## src/design/fla_ram.sv

```systemverilog
// Generic single write port, single read port RAM with registered read data.
module fla_ram #(
    parameter int WIDTH = 64,
    parameter int DEPTH = 64
) (
    input  logic                     clk,
    input  logic                     we,
    input  logic [$clog2(DEPTH)-1:0] waddr,
    input  logic [WIDTH-1:0]         wdata,
    input  logic [$clog2(DEPTH)-1:0] raddr,
    output logic [WIDTH-1:0]         rdata
);

    logic [WIDTH-1:0] mem [DEPTH];

    always_ff @(posedge clk)
    begin
        if (we)
        begin
            mem[waddr] <= wdata;
        end
        rdata <= mem[raddr];
    end

endmodule
```

## config.mk

```make
export PLATFORM = sky130hd
export DESIGN_NAME = fla_ram
export DESIGN_NICKNAME = d
export VERILOG_FILES = /design/src/design/fla_ram.sv
export SDC_FILE = /design/constraint.sdc
export NUM_CORES = 2
export LEC_CHECK = 0
export BUFFER_PORTS_ARGS = -buffer_cell sky130_fd_sc_hd__buf_2
export CAP_MARGIN = 20
export CORE_MARGIN = 2
export CORE_UTILIZATION = 30
export CTS_CLUSTER_DIAMETER = 80
export CTS_CLUSTER_SIZE = 14
export DETAILED_ROUTE_END_ITERATION = 7
export HOLD_SLACK_MARGIN = 0.02
export PLACE_DENSITY_LB_ADDON = 0.12
export SKIP_LAST_GASP = 1
export SLEW_MARGIN = 20
export SYNTH_ARGS = -nofsm -noshare
export SYNTH_HDL_FRONTEND = slang
export SYNTH_SLANG_ARGS = --single-unit
```

## constraint.sdc

```tcl
create_clock -name clk -period 22.8 [get_ports clk]
set_input_delay 6.84 -clock clk [delete_from_list [all_inputs] [get_ports clk]]
set_output_delay 6.84 -clock clk [all_outputs]
set_load 0.01 [all_outputs]
```

==> flow_summary.toml <==
[run_status]
status = "complete, no violations"

[cts]
h-tree-depth = 5
cts.clk_slew.worst_paths_ns = 0.07
cts_made_buffers = 337
clk_path_buf_depth = 4
post-cts-setup-buffers = 0
cts_root_buf = "clkbuf_16"
cts-resized-gates = 0
cts.sinks = 4160
hold_buffers = 0
clock_latency_ns = 0.98
cts_tree = "done"

[route]
postRouteAntennaNets = 0
routedWlPerCell_um = 36.40
wirelength_mm = 514.5
dr.first_iter.drc_count = 7257
routed-via-count = 73850
first_pass_iters = 5
via_per_inst = 5.224
drc = 0

[yosys]
ys.flop_type = "edfxtp_1"
synth_area_leaders = "edfxtp_1 (79%), mux4_2 (15%), mux2i_1 (0.86%)"
synth_async_sr_flop_share_pct = 0
avgSynthCellArea_um2 = 23.70
synth_top_area_share_pct = 78.67
synth_top_cell_by_area = "edfxtp_1"
yosysUniqueCellTypes = 33
syn_nets = 6676
yosys_warnings = 0
syn_area_um2 = 156300
ys_ff_latch = 4160
synth.yosys.seq_area_share_pct = 79.49
synthCells = 6598
synth_edf_count = 4096

[final_layout]
seq_area_um2 = 124300
layout-drive-gt1-share_pct = 26.35
final_util_pct = 33.97
multi_input_area_um2 = 30810
postLayoutCellArea_um2 = 176600
final_nets = 7027
area.growth.synth_to_final_pct = 12.97
fill_cells = 48660

[die]
row_count = 265
die_area_um2 = 527000
die_w_um = 725.9
start_util_pct = 30.07
io_pins = 142
core_area_um2 = 519900
dieHeight_um = 725.9

[global_route]
grt_pass1_wl_mm = 693.2
grt-ovfl-total = 0
grt_max_degree = 110
antenna_found_initial = 56
grt_pass1_vias = 76550
track_usage_pct = 19.16

[power]
power-per-cell-area_nw_per_um2 = 83.90
power_leakage_nw = 53.20
ir_worst_vdd_mv = 0.05584

[sta]
tns_ns = 0
slew_viol_final = 0
finalHoldWorstSlack_ns = 0.8443
setup_violations = 0
fin_skew_ns = 0.03487
worst_slack_ns = 12.02
hold_viol = 0
max_slew_margin_pct = 24.35
period_share_pct = 47.30
finalCriticalPeriod_ns = 10.78
max_freq_ghz = 0.09273
rsz0062_at_grt = "no"
tightest_slew_ns = 1.135

[critical_path]
path_class = "in2reg"
worst-path-buf-inv = 4
crit_path_cell_trace = "buf_12, buf_12, buf_4, buf_4, mux4_2, mux2i_1, o22ai_1, a41oi_1, a211oi_1"
critPathLaunchType = "primary input"
required_ns = 23.59
cp_slowest_stage_delay_ns = 0.91
cp_slowest_cell = "buf_4"
arrival_ns = 11.58
cp_max_fo = 87
end_kind = "flop"
crit_family = "buffers and inverters"

[job]
maxCapViolCount = 0

[placement]
dp_hpwl_mm = 269.1
numPortBuffers = 141
place_area_um2 = 166600
place_congestion = 0.7232
place_worst_setup_slack_ns = 10.83

[min_path]
hold_path.class = "reg2reg"
sequential cells by signal, indices dropped and copies added, names as in the netlist:
name	flops
mem	4096
rdata	64
cell families after synthesis:
kind of cell | count (synthesis) | synth area share (%)
muxes | 1159 | 15.61
and+or+nand+nor | 386 | 1.240
AOI/OAI and AO/OA | 504 | 2.477
DFF | 4160 | 79.49
buffers and inverters | 389 | 1.180
power breakdown:
part / internal, mW / switching, mW
logic: 0.264 / 0.480
registers: 8.46 / 0.0371
clock network: 2.85 / 2.73
cell usage after synthesis (26+ instances only):
cell,count
a211oi_1,63
a22o_1,88
a22oi_1,168
a41oi_1,26
and3_1,64
buf_2,170
buf_4,34
clkbuf_1,140
dfxtp_1,64
edfxtp_1,4096
mux2i_1,135
mux4_2,1024
nand2_1,58
nand3_1,45
nor2_1,112
nor2b_1,28
o221ai_1,38
o22ai_1,83
or2_2,28
or3_1,29
path summary, 6_finish.rpt:
kind	startpoint	to	slack, ns	cells past startpoint
worst max-delay path	raddr[0]	rdata[45]	12.02	9
worst min-delay path	mem[63][62]	rdata[62]	0.84	4
worst max register to register	mem[62][53]	rdata[53]	20.46	6
worst min register to register	mem[63][62]	rdata[62]	0.84	4
placed cells by master, fill, tap and decap left out, types with 28 or more instances in the layout:
master / count
mux4_2: 1024
nand3_1: 45
a22oi_1: 168
or2_2: 28
a211oi_1: 59
nor2_1: 47
o22ai_1: 83
clkbuf_1: 190
nor2_4: 65
nand2_1: 54
clkbuf_16: 349
buf_4: 241
dfxtp_1: 64
buf_2: 108
o221ai_1: 38
or3_1: 29
and3_1: 64
edfxtp_1: 4096
a22o_1: 88
mux2i_1: 135
per-stage QoR:
step | total power, mW | cells
detailed placement | 9.434 | 13550
finish | 14.82 | 14140
floorplan | 9.047 | 6598
global route | 15.31 | 14110
global placement | 9.423 | 13540
CTS | 15.02 | 14110
layout make-up:
cell class	count	area share (%)
Antenna cell	24	0.03400
Clock buffer	541	5.364
Clock inverter	18	0.1431
Inverter	19	0.04038
Multi-Input combinational cell	2049	17.44
Sequential cell	4160	70.36
Tap cell	6942	4.917
Timing Repair Buffer	382	1.697
worst register-to-register path, stage by stage, from the launching register on:
cell      delay, ns
edfxtp_1       0.38
mux4_2         0.47
mux2i_1        0.29
o22ai_1        0.13
a41oi_1        0.61
a211oi_1       0.12
buf_4          0.21
routing by layer:
metal	wire, um	up-vias	track usage (%)
li1	-	29130	-
met1	227000	42300	26.83
met2	257800	1935	32.85
met3	21280	484	2.056
met4	8313	6	3.070
met5	36	-	0
Note: power is estimated with default switching activity, not from simulation.
